**src/rtl/wlss_pkg.sv**
```systemverilog
// Package for the window least-squares slope core.
// Field widths, reset values and arithmetic constants; no dependencies.
package wlss_pkg;

    localparam int DIST_W         = 16;
    localparam int TIME_W         = 32;
    localparam int INTERVAL_W     = 10;
    localparam int SLOPE_W        = 31;
    localparam int FILL_W         = 4;

    localparam int WINDOW_DEF     = 10;
    localparam logic [INTERVAL_W-1:0] INTERVAL_RESET = INTERVAL_W'(20);

    // ms-to-s factor times the Q4 scale of the slope
    localparam int SCALE_W        = 14;
    localparam logic [SCALE_W-1:0] SLOPE_SCALE = SCALE_W'(16000);

    // quotient bits produced by the serial divider
    localparam int QUOT_W         = 31;

endpackage

```
**src/rtl/wlss_if.sv**
```systemverilog
// Request and result channel interfaces of the window least-squares slope core.
// Depends on wlss_pkg for the field widths.
interface wlss_in_if import wlss_pkg::*; ();
    logic                valid;
    logic                ready;
    logic [DIST_W-1:0]   distance_mm;
    logic [TIME_W-1:0]   time_ms;
    logic                restart;

    modport source (output valid, distance_mm, time_ms, restart, input ready);
    modport sink   (input valid, distance_mm, time_ms, restart, output ready);
endinterface

interface wlss_out_if import wlss_pkg::*; ();
    logic                       valid;
    logic                       ready;
    logic signed [SLOPE_W-1:0]  slope_q4;
    logic                       slope_valid;
    logic                       sample_stored;
    logic [FILL_W-1:0]          fill_count;

    modport source (output valid, slope_q4, slope_valid, sample_stored, fill_count,
                    input ready);
    modport sink   (input valid, slope_q4, slope_valid, sample_stored, fill_count,
                    output ready);
endinterface

```
**src/rtl/window_least_squares_slope_core.sv**
```systemverilog
// Window least-squares slope core: ring of distance samples, sums over the
// window, exact integer slope via a restoring serial divider.
// Sequence for n >= 2 held samples: accept, summing through the ring RAM
// read port, the product states S_MUL1, S_MUL2 and S_MUL3, 31 divider steps,
// output load; with fewer than two samples the core goes from accept
// straight to the output load. One request at a time: the next is taken
// once the result is in the output register, and a full output register
// stalls the core. Synchronous reset clears the fill count, write slot and
// last-store time and sets the interval to 20; ring contents are left
// undefined.
module window_least_squares_slope_core
    import wlss_pkg::*;
#(
    parameter int WINDOW = WINDOW_DEF
) (
    input  logic                  i_clk,
    input  logic                  i_rst_n,
    input  logic                  i_cfg_we,
    input  logic [INTERVAL_W-1:0] i_cfg_wdata,
    wlss_in_if.sink               i_req,
    wlss_out_if.source            o_res
);

    localparam int TW    = $clog2(WINDOW);
    localparam int LW    = $clog2(WINDOW + 1);
    localparam int SYW   = DIST_W + LW;
    localparam int STW   = 2 * LW;
    localparam int STTW  = 3 * LW;
    localparam int STYW  = DIST_W + 2 * LW;
    localparam int PW    = DIST_W + 3 * LW;
    localparam int DW    = 4 * LW;
    localparam int DENW  = DW + INTERVAL_W;
    localparam int DVW   = PW + SCALE_W;
    localparam int HIW   = DVW - QUOT_W;
    localparam int CW    = $clog2(QUOT_W);

    typedef enum logic [2:0] {
        S_IDLE, S_ACC, S_MUL1, S_MUL2, S_MUL3, S_DIV, S_DONE
    } t_state;

    t_state                    r_state;
    logic [INTERVAL_W-1:0]     r_interval;
    logic [TW-1:0]             r_wslot;
    logic [LW-1:0]             r_held;
    logic [TIME_W-1:0]         r_last;
    logic                      r_stored;

    logic [TW-1:0]             r_rslot;
    logic [LW-1:0]             r_iss;
    logic                      r_pend;
    logic [TW-1:0]             r_t;
    logic [SYW-1:0]            r_sy;
    logic [STW-1:0]            r_st;
    logic [STTW-1:0]           r_stt;
    logic [STYW-1:0]           r_sty;

    logic [PW-1:0]             r_p1, r_p2;
    logic [DW-1:0]             r_p3, r_p4;
    logic                      r_neg;
    logic [PW-1:0]             r_mag;
    logic [DW-1:0]             r_dd;
    logic [DENW-1:0]           r_den;
    logic [DENW:0]             r_rem;
    logic [QUOT_W-1:0]         r_dvd;
    logic [CW-1:0]             r_cnt;
    logic                      r_valid;
    logic signed [SLOPE_W-1:0] r_slope;

    logic                      r_out_valid;
    logic signed [SLOPE_W-1:0] r_out_slope;
    logic                      r_out_svalid;
    logic                      r_out_stored;
    logic [FILL_W-1:0]         r_out_fill;

    logic                      w_accept;
    logic [TIME_W-1:0]         w_last_eff;
    logic [TW-1:0]             w_wslot_eff;
    logic [LW-1:0]             w_held_eff;
    logic [TIME_W-1:0]         w_elapsed;
    logic                      w_store;
    logic [TW-1:0]             n_wslot;
    logic [LW-1:0]             n_held;
    logic [DIST_W-1:0]         w_rdata;
    logic [TW+DIST_W-1:0]      w_ty;
    logic [2*TW-1:0]           w_tt;
    logic [PW:0]               w_num;
    logic [DVW-1:0]            w_dividend;
    logic [INTERVAL_W-1:0]     w_unit;
    logic [DENW:0]             w_trial;
    logic                      w_qbit;
    logic [QUOT_W-1:0]         w_quot;

    // ring of stored samples
    wlss_ram #(
        .WIDTH (DIST_W),
        .DEPTH (WINDOW)
    ) u_ring (
        .i_clk   (i_clk),
        .i_we    (w_accept && w_store),
        .i_waddr (w_wslot_eff),
        .i_wdata (i_req.distance_mm),
        .i_raddr (r_rslot),
        .o_rdata (w_rdata)
    );

    assign w_accept = i_req.valid && i_req.ready;
    assign i_req.ready = (r_state == S_IDLE);

    // apply restart, then decide whether the interval has passed
    assign w_last_eff  = i_req.restart ? '0 : r_last;
    assign w_wslot_eff = i_req.restart ? '0 : r_wslot;
    assign w_held_eff  = i_req.restart ? '0 : r_held;
    assign w_elapsed   = i_req.time_ms - w_last_eff;
    assign w_store     = (w_elapsed >= TIME_W'(r_interval));

    always_comb begin
        n_wslot = w_wslot_eff;
        n_held  = w_held_eff;
        if (w_store) begin
            n_wslot = (w_wslot_eff == TW'(WINDOW - 1)) ? '0 : w_wslot_eff + TW'(1);
            if (w_held_eff < LW'(WINDOW)) begin
                n_held = w_held_eff + LW'(1);
            end
        end
    end

    // per-sample products for the running sums
    assign w_ty = {{DIST_W{1'b0}}, r_t} * {{TW{1'b0}}, w_rdata};
    assign w_tt = {{TW{1'b0}}, r_t} * {{TW{1'b0}}, r_t};

    // numerator difference, scaled dividend and slope time unit
    assign w_num      = {1'b0, r_p1} - {1'b0, r_p2};
    assign w_dividend = DVW'(r_mag) * DVW'(SLOPE_SCALE);
    assign w_unit     = (r_interval == '0) ? INTERVAL_W'(1) : r_interval;

    // one restoring divider step
    assign w_trial = {r_rem[DENW-1:0], r_dvd[QUOT_W-1]};
    assign w_qbit  = (w_trial >= {1'b0, r_den});
    assign w_quot  = {r_dvd[QUOT_W-2:0], w_qbit};

    always_ff @(posedge i_clk) begin
        if (!i_rst_n) begin
            r_state     <= S_IDLE;
            r_interval  <= INTERVAL_RESET;
            r_wslot     <= '0;
            r_held      <= '0;
            r_last      <= '0;
            r_out_valid <= 1'b0;
            r_pend      <= 1'b0;
        end else begin
            if (i_cfg_we) begin
                r_interval <= i_cfg_wdata;
            end
            // drop the result once taken; the done state reloads it itself
            if (o_res.ready && (r_state != S_DONE)) begin
                r_out_valid <= 1'b0;
            end

            unique case (r_state)
                S_IDLE: begin
                    if (w_accept) begin
                        r_wslot  <= n_wslot;
                        r_held   <= n_held;
                        r_stored <= w_store;
                        r_last   <= w_store ? i_req.time_ms : w_last_eff;
                        // oldest sample sits at slot 0 until the ring is full
                        r_rslot <= (n_held < LW'(WINDOW)) ? '0 : n_wslot;
                        r_iss   <= '0;
                        r_pend  <= 1'b0;
                        r_t     <= '0;
                        r_sy    <= '0;
                        r_st    <= '0;
                        r_stt   <= '0;
                        r_sty   <= '0;
                        if (n_held >= LW'(2)) begin
                            r_valid <= 1'b1;
                            r_state <= S_ACC;
                        end else begin
                            r_valid <= 1'b0;
                            r_slope <= '0;
                            r_state <= S_DONE;
                        end
                    end
                end

                S_ACC: begin
                    // issue the next ring read
                    if (r_iss < r_held) begin
                        r_rslot <= (r_rslot == TW'(WINDOW - 1)) ? '0 : r_rslot + TW'(1);
                        r_iss   <= r_iss + LW'(1);
                        r_pend  <= 1'b1;
                    end else begin
                        r_pend  <= 1'b0;
                    end
                    // accumulate the sample read last cycle
                    if (r_pend) begin
                        r_sy  <= r_sy + SYW'(w_rdata);
                        r_st  <= r_st + STW'(r_t);
                        r_stt <= r_stt + STTW'(w_tt);
                        r_sty <= r_sty + STYW'(w_ty);
                        r_t   <= r_t + TW'(1);
                        if (LW'(r_t) == r_held - LW'(1)) begin
                            r_state <= S_MUL1;
                        end
                    end
                end

                S_MUL1: begin
                    r_p1    <= PW'(r_held) * PW'(r_sty);
                    r_p2    <= PW'(r_st) * PW'(r_sy);
                    r_p3    <= DW'(r_held) * DW'(r_stt);
                    r_p4    <= DW'(r_st) * DW'(r_st);
                    r_state <= S_MUL2;
                end

                S_MUL2: begin
                    r_neg   <= w_num[PW];
                    r_mag   <= w_num[PW] ? PW'(-w_num) : w_num[PW-1:0];
                    r_dd    <= r_p3 - r_p4;
                    r_state <= S_MUL3;
                end

                S_MUL3: begin
                    r_den   <= DENW'(r_dd) * DENW'(w_unit);
                    r_rem   <= {{(DENW + 1 - HIW){1'b0}}, w_dividend[DVW-1:QUOT_W]};
                    r_dvd   <= w_dividend[QUOT_W-1:0];
                    r_cnt   <= '0;
                    r_state <= S_DIV;
                end

                S_DIV: begin
                    r_rem <= w_qbit ? (w_trial - {1'b0, r_den}) : w_trial;
                    r_dvd <= w_quot;
                    r_cnt <= r_cnt + CW'(1);
                    if (r_cnt == CW'(QUOT_W - 1)) begin
                        r_slope <= r_neg ? -$signed(w_quot) : $signed(w_quot);
                        r_state <= S_DONE;
                    end
                end

                S_DONE: begin
                    // hold until the output register is free
                    if (!r_out_valid || o_res.ready) begin
                        r_out_valid  <= 1'b1;
                        r_out_slope  <= r_slope;
                        r_out_svalid <= r_valid;
                        r_out_stored <= r_stored;
                        r_out_fill   <= FILL_W'(r_held);
                        r_state      <= S_IDLE;
                    end
                end

                default: begin
                    r_state <= S_IDLE;
                end
            endcase
        end
    end

    assign o_res.valid         = r_out_valid;
    assign o_res.slope_q4      = r_out_slope;
    assign o_res.slope_valid   = r_out_svalid;
    assign o_res.sample_stored = r_out_stored;
    assign o_res.fill_count    = r_out_fill;

endmodule

```
**src/rtl/wlss_ram.sv**
```systemverilog
// Generic single-write, single-read RAM with registered read data.
// No dependencies.
module wlss_ram #(
    parameter int WIDTH = 16,
    parameter int DEPTH = 10
) (
    input  logic                     i_clk,
    input  logic                     i_we,
    input  logic [$clog2(DEPTH)-1:0] i_waddr,
    input  logic [WIDTH-1:0]         i_wdata,
    input  logic [$clog2(DEPTH)-1:0] i_raddr,
    output logic [WIDTH-1:0]         o_rdata
);

    logic [WIDTH-1:0] r_mem [DEPTH];
    logic [WIDTH-1:0] r_rdata;

    // write port and registered read port
    always_ff @(posedge i_clk) begin
        if (i_we) begin
            r_mem[i_waddr] <= i_wdata;
        end
        r_rdata <= r_mem[i_raddr];
    end

    assign o_rdata = r_rdata;

endmodule
```
**src/flat_wrapper.sv**
```systemverilog
// flat-port wrapper written by rule: the top's interface ports become plain ports
module window_least_squares_slope_core_flat import wlss_pkg::*;
#(
    parameter int WINDOW = WINDOW_DEF
)
  (i_clk, i_rst_n, i_cfg_we, i_cfg_wdata, i_req_valid, i_req_distance_mm, i_req_time_ms, i_req_restart, i_req_ready, o_res_valid, o_res_slope_q4, o_res_slope_valid, o_res_sample_stored, o_res_fill_count, o_res_ready);
  wlss_in_if i_req_i ();
  wlss_out_if o_res_i ();
  input  logic i_clk;
  input  logic i_rst_n;
  input  logic i_cfg_we;
  input  logic [INTERVAL_W-1:0] i_cfg_wdata;
  input wire logic [$bits(i_req_i.valid)-1:0] i_req_valid;
  input wire logic [$bits(i_req_i.distance_mm)-1:0] i_req_distance_mm;
  input wire logic [$bits(i_req_i.time_ms)-1:0] i_req_time_ms;
  input wire logic [$bits(i_req_i.restart)-1:0] i_req_restart;
  output wire logic [$bits(i_req_i.ready)-1:0] i_req_ready;
  output wire logic [$bits(o_res_i.valid)-1:0] o_res_valid;
  output wire logic [$bits(o_res_i.slope_q4)-1:0] o_res_slope_q4;
  output wire logic [$bits(o_res_i.slope_valid)-1:0] o_res_slope_valid;
  output wire logic [$bits(o_res_i.sample_stored)-1:0] o_res_sample_stored;
  output wire logic [$bits(o_res_i.fill_count)-1:0] o_res_fill_count;
  input wire logic [$bits(o_res_i.ready)-1:0] o_res_ready;
  assign i_req_i.valid = i_req_valid;
  assign i_req_i.distance_mm = i_req_distance_mm;
  assign i_req_i.time_ms = i_req_time_ms;
  assign i_req_i.restart = i_req_restart;
  assign i_req_ready = i_req_i.ready;
  assign o_res_valid = o_res_i.valid;
  assign o_res_slope_q4 = o_res_i.slope_q4;
  assign o_res_slope_valid = o_res_i.slope_valid;
  assign o_res_sample_stored = o_res_i.sample_stored;
  assign o_res_fill_count = o_res_i.fill_count;
  assign o_res_i.ready = o_res_ready;
  window_least_squares_slope_core #(.WINDOW(WINDOW)) u_core (.i_clk(i_clk), .i_rst_n(i_rst_n), .i_cfg_we(i_cfg_we), .i_cfg_wdata(i_cfg_wdata), .i_req(i_req_i), .o_res(o_res_i));
endmodule
```
**config.mk**
```make
export PLATFORM = sky130hd
export DESIGN_NAME = window_least_squares_slope_core_flat
export DESIGN_NICKNAME = d
export VERILOG_FILES = /design/src/rtl/wlss_pkg.sv /design/src/rtl/wlss_if.sv /design/src/rtl/window_least_squares_slope_core.sv /design/src/rtl/wlss_ram.sv /design/src/flat_wrapper.sv
export SDC_FILE = /design/constraint.sdc
export NUM_CORES = 2
export LEC_CHECK = 0
export ABC_AREA = 1
export BUFFER_PORTS_ARGS = -buffer_cell sky130_fd_sc_hd__buf_2
export CAP_MARGIN = 5
export CORE_MARGIN = 1.5
export CORE_UTILIZATION = 60
export DETAILED_ROUTE_END_ITERATION = 12
export GPL_ROUTABILITY_DRIVEN = 1
export PLACE_DENSITY = 0.77
export SYNTH_ARGS = -nofsm -noshare
export SYNTH_HDL_FRONTEND = slang
export SYNTH_SLANG_ARGS = --single-unit
```
**constraint.sdc**
```tcl
create_clock -name i_clk -period 18.6 [get_ports i_clk]
set_input_delay 5.58 -clock i_clk [delete_from_list [all_inputs] [get_ports i_clk]]
set_output_delay 5.58 -clock i_clk [all_outputs]
set_load 0.02 [all_outputs]
```
==> run summary <==
syn nets -> 7016
share of flip-flops with an asynchronous set or reset -> 0%
Yosys warning count -> 0
crit share post-route -> 53.6%
setup total negative slack -> 0 ps
setup violation total in the final timing report -> 0
unique cell type count in the Yosys netlist -> 60
post-detailed-route DRC marker count -> 0
Sw Share -> 46.1%
Clock Power Share -> 16.4%
TritonCTS sink count -> 597
count of cells resized by post-cts repair -> 0
maximum number of pins on one net before global-route repair -> 78
routed len/inst -> 16.4 um
initial detailed-routing violation count -> 2723
final weighted congestion of routability-driven global placement -> 0.929
synthesized area -> 52700 um2
post-detail-place hpwl -> 89.9 mm
vias -> 40200
clock tree from TritonCTS -> built
worst hold path class -> reg -> reg
compound-cell area share of the yosys netlist -> 10.1%
ANT nets after route -> 0
I/O pin cnt -> 103
register bit total from synthesis -> 597
number of pins with negative max-slew slack in the final report -> 0
critical path data required time -> 18850 ps
peak supply drop -> 0.187 mV
share of post-route cells with drive strength above 1 -> 5.30%
main combinational cell family by area after synthesis -> adder cells
number of clock buffers inserted by TritonCTS -> 68
number of cells produced by synthesis -> 6038
# H-tree levels -> 3
post-synthesis area per instance -> 8.73 um2
CTS Buffer Depth -> 3
Worst Hold Depth -> 0
tightest slew margin relative to the limit -> 25.5%
total wire length after detailed routing -> 119 mm
share of synthesized area occupied by flip-flops and latches -> 32.7%
post-CTS setup-driven buffer insertion count -> 0
synthesized-area fraction occupied by and/or/nand/nor cells -> 15.7%
floorplan die area -> 89600 um2
Comb power frac -> 58.5%
post-route worst hold slack -> 416 ps
number of hold buffers added after CTS -> 0
Worst Max-Slew Pin Slew -> 1120 ps
Tot GR Track Use -> 26.9%
final standard cell utilization of the core -> 65.2%
Die X-Extent -> 299 um
internal power contribution -> 4530 uW
logic depth of the worst register-to-register path -> 23
Fin Clk Skew -> 28.2 ps
Clock Tree Root -> sky130_fd_sc_hd__clkbuf_16
share of cell area taken by muxes after synthesis -> 0%
synthesized-area fraction occupied by adder cells -> 28.3%
starting utilization of the core area -> 60.6%
Flop pwr share -> 25.2%
parity-gate share of the synthesized area counting xor and xnor cells -> 3.88%
core region area -> 86900 um2
unrepaired setup endpoints after global routing -> false
post-route minimum period -> 9980 ps
clock-pin slew on the worst setup and hold paths -> 60 ps
worst endpoint data arrival time -> 10220 ps
number of standard-cell rows in the floorplan -> 108
most instantiated flip-flop cell in the synthesis netlist -> sky130_fd_sc_hd__edfxtp_1
global-route congestion overflow total -> 0
result of the run -> finished clean
Clk Latency, worst-skew pair -> 650 ps
Post-synth EDFFs -> 526
crit-path max FO -> 31
PortBufs -> 102
number of endpoints with negative hold slack in the final report -> 0
type of the setup path with the least slack -> in -> reg
Worst Setup End Kind -> flop
timing-limited maximum frequency -> 100 MHz
number of global-route vias before repair -> 40200
y dimension of the die -> 299 um
leakage dissipation -> 0.0276 uW
synthesis-to-finish area growth -> 7.47%
number of antenna violations at the first check in global routing -> 1
NetSw -> 3880 uW
startpoint type of the worst setup path -> primary input
net count of the finished layout -> 7038
global-route wire length before repair -> 197 mm
Initial DRT Pass Iterations -> 7
Pwr Density -> 149 nW/um2
vias per cell -> 5.52
reported max-cap violation count -> 0
-- registers in the layout, indices dropped and copies added (netlist names), 12 cells and up --
name / flops
u_core.r_p2: 28
u_core.r_dvd: 31
u_core.r_p1: 28
u_core.r_last: 32
u_core.r_den: 26
u_core.r_stt: 12
u_core.r_rem: 26
u_core.r_dd: 16
u_core.r_slope: 31
u_core.r_mag: 28
u_core.u_ring.o_rdata: 16
u_core.r_sty: 24
u_core.r_p3: 16
u_core.o_res.slope_q4: 31
u_core.r_sy: 20
u_core.r_p4: 15
u_core.u_ring.r_mem: 160
-- critical path: stages --
cell and delay [ps]:
sky130_fd_sc_hd__buf_2 180, sky130_fd_sc_hd__inv_1 120, sky130_fd_sc_hd__buf_4 330, sky130_fd_sc_hd__nand2_1 190
sky130_fd_sc_hd__fa_1 460, sky130_fd_sc_hd__nand2_1 100, sky130_fd_sc_hd__nand2_1 80, sky130_fd_sc_hd__nand3_1 80
sky130_fd_sc_hd__nand2_1 110, sky130_fd_sc_hd__xor2_1 170, sky130_fd_sc_hd__ha_1 280, sky130_fd_sc_hd__nand2_1 90
sky130_fd_sc_hd__nor2_1 60, sky130_fd_sc_hd__nand2_1 50, sky130_fd_sc_hd__nand2_1 40, sky130_fd_sc_hd__nor2_1 80
sky130_fd_sc_hd__nand2_1 60, sky130_fd_sc_hd__nand2_1 70, sky130_fd_sc_hd__nand3_1 90, sky130_fd_sc_hd__nor2_1 110
sky130_fd_sc_hd__nand3_1 110, sky130_fd_sc_hd__nor2_2 130, sky130_fd_sc_hd__nand3_4 230, sky130_fd_sc_hd__a21oi_2 300
sky130_fd_sc_hd__nand3_2 170, sky130_fd_sc_hd__a21oi_4 890
-- synthesized netlist by cell type, types with 10 or more instances --
master	count	area share, %
sky130_fd_sc_hd__a21o_1	15	0.21
sky130_fd_sc_hd__a21oi_1	417	4.0
sky130_fd_sc_hd__a221oi_1	27	0.45
sky130_fd_sc_hd__a31oi_1	31	0.37
sky130_fd_sc_hd__buf_1	20	0.14
sky130_fd_sc_hd__buf_2	10	0.095
sky130_fd_sc_hd__clkbuf_1	150	1.1
sky130_fd_sc_hd__dfxtp_1	71	2.7
sky130_fd_sc_hd__edfxtp_1	526	30
sky130_fd_sc_hd__fa_1	461	18
sky130_fd_sc_hd__ha_1	453	11
sky130_fd_sc_hd__inv_1	1119	8.0
sky130_fd_sc_hd__nand2_1	1343	9.6
sky130_fd_sc_hd__nand3_1	147	1.4
sky130_fd_sc_hd__nand3b_1	11	0.16
sky130_fd_sc_hd__nand4_1	36	0.43
sky130_fd_sc_hd__nor2_1	376	2.7
sky130_fd_sc_hd__nor3_1	58	0.55
sky130_fd_sc_hd__nor4_1	11	0.13
sky130_fd_sc_hd__o211ai_1	39	0.56
sky130_fd_sc_hd__o21a_1	18	0.26
sky130_fd_sc_hd__o21ai_0	293	2.8
sky130_fd_sc_hd__o21ai_1	31	0.29
sky130_fd_sc_hd__o21bai_1	14	0.20
sky130_fd_sc_hd__xnor2_1	74	1.2
sky130_fd_sc_hd__xor2_1	150	2.5
-- layout by cell type, fill, tap and decap left out, types with 9 or more instances in the layout --
cell	instances
sky130_fd_sc_hd__fa_1	461
sky130_fd_sc_hd__buf_4	39
sky130_fd_sc_hd__nor3_1	55
sky130_fd_sc_hd__o21ai_0	293
sky130_fd_sc_hd__nand4_1	36
sky130_fd_sc_hd__nor2_2	10
sky130_fd_sc_hd__nand3b_1	11
sky130_fd_sc_hd__nand2_1	1343
sky130_fd_sc_hd__edfxtp_1	526
sky130_fd_sc_hd__o211ai_1	39
sky130_fd_sc_hd__a221oi_1	27
sky130_fd_sc_hd__clkbuf_16	68
sky130_fd_sc_hd__o21ai_1	31
sky130_fd_sc_hd__a31oi_1	31
sky130_fd_sc_hd__ha_1	453
sky130_fd_sc_hd__o21a_1	18
sky130_fd_sc_hd__clkinv_2	16
sky130_fd_sc_hd__dfxtp_1	71
sky130_fd_sc_hd__clkinv_1	13
sky130_fd_sc_hd__a21o_1	15
sky130_fd_sc_hd__o221ai_1	9
sky130_fd_sc_hd__o21bai_1	14
sky130_fd_sc_hd__inv_1	1119
sky130_fd_sc_hd__a21oi_1	415
sky130_fd_sc_hd__xnor2_1	74
sky130_fd_sc_hd__o2111ai_1	9
sky130_fd_sc_hd__xor2_1	150
sky130_fd_sc_hd__nor2_1	369
sky130_fd_sc_hd__nor4_1	11
sky130_fd_sc_hd__nand3_1	147
sky130_fd_sc_hd__buf_2	102
-- final timing paths --
kind	endpoint	from	slack, ps
max	u_core.r_slope[14]	i_req_restart	8620
min	u_core.o_res.slope_q4[29]	u_core.r_slope[29]	420
max reg2reg	u_core.r_den[23]	u_core.r_interval[2]	12040
min reg2reg	u_core.o_res.slope_q4[29]	u_core.r_slope[29]	420
-- layout make-up --
cell class | count | area (um2)
Antenna cell | 1 | 2.50
Clock buffer | 78 | 1750
Clock inverter | 46 | 571
Fill cell | 6930 | 30300
Inverter | 1130 | 4240
Multi-Input combinational cell | 4122 | 30600
Sequential cell | 597 | 17200
Tap cell | 1155 | 1450
Timing Repair Buffer | 141 | 803
-- metal layers --
metal / global-route usage, % / routed length [um]
met1: 34.9 / 50800
met2: 46.3 / 57700
met3: 3.36 / 6460
met4: 10.4 / 4460
met5: 0 / 0
-- through the flow --
step	area (um2)	setup slack [ps]	instances	power (uW)
global route	56600	8170	7270	9210
CTS	56600	8650	7269	8440
floorplan	52700	8060	6038	5870
finish	56600	8620	7270	8410
global placement	54300	8090	7145	6870
detailed placement	54300	8000	7145	7020
-- kinds of logic (layout without fill, tap and decap cells) --
family	Yosys count	count (layout)
adders and majority gates	914	914
xor gates and xnor gates	229	229
and+or+nand+nor	2035	2035
other	0	1
DFF	597	597
AOI/OAI and AO/OA	944	944
buffers and inverters	1319	1395
-- power groups by stage --
stage          sequential (uW)  clock [uW]  combinational, uW
6_report                  2120        1380               4920
5_1_grt                   2140        1440               5630
4_1_cts                   2110        1400               4930
3_5_place_dp              2140           0               4880
3_3_place_gp              2130           0               4740
2_1_floorplan             2040           0               3830
(Power assumes the default switching activity.)
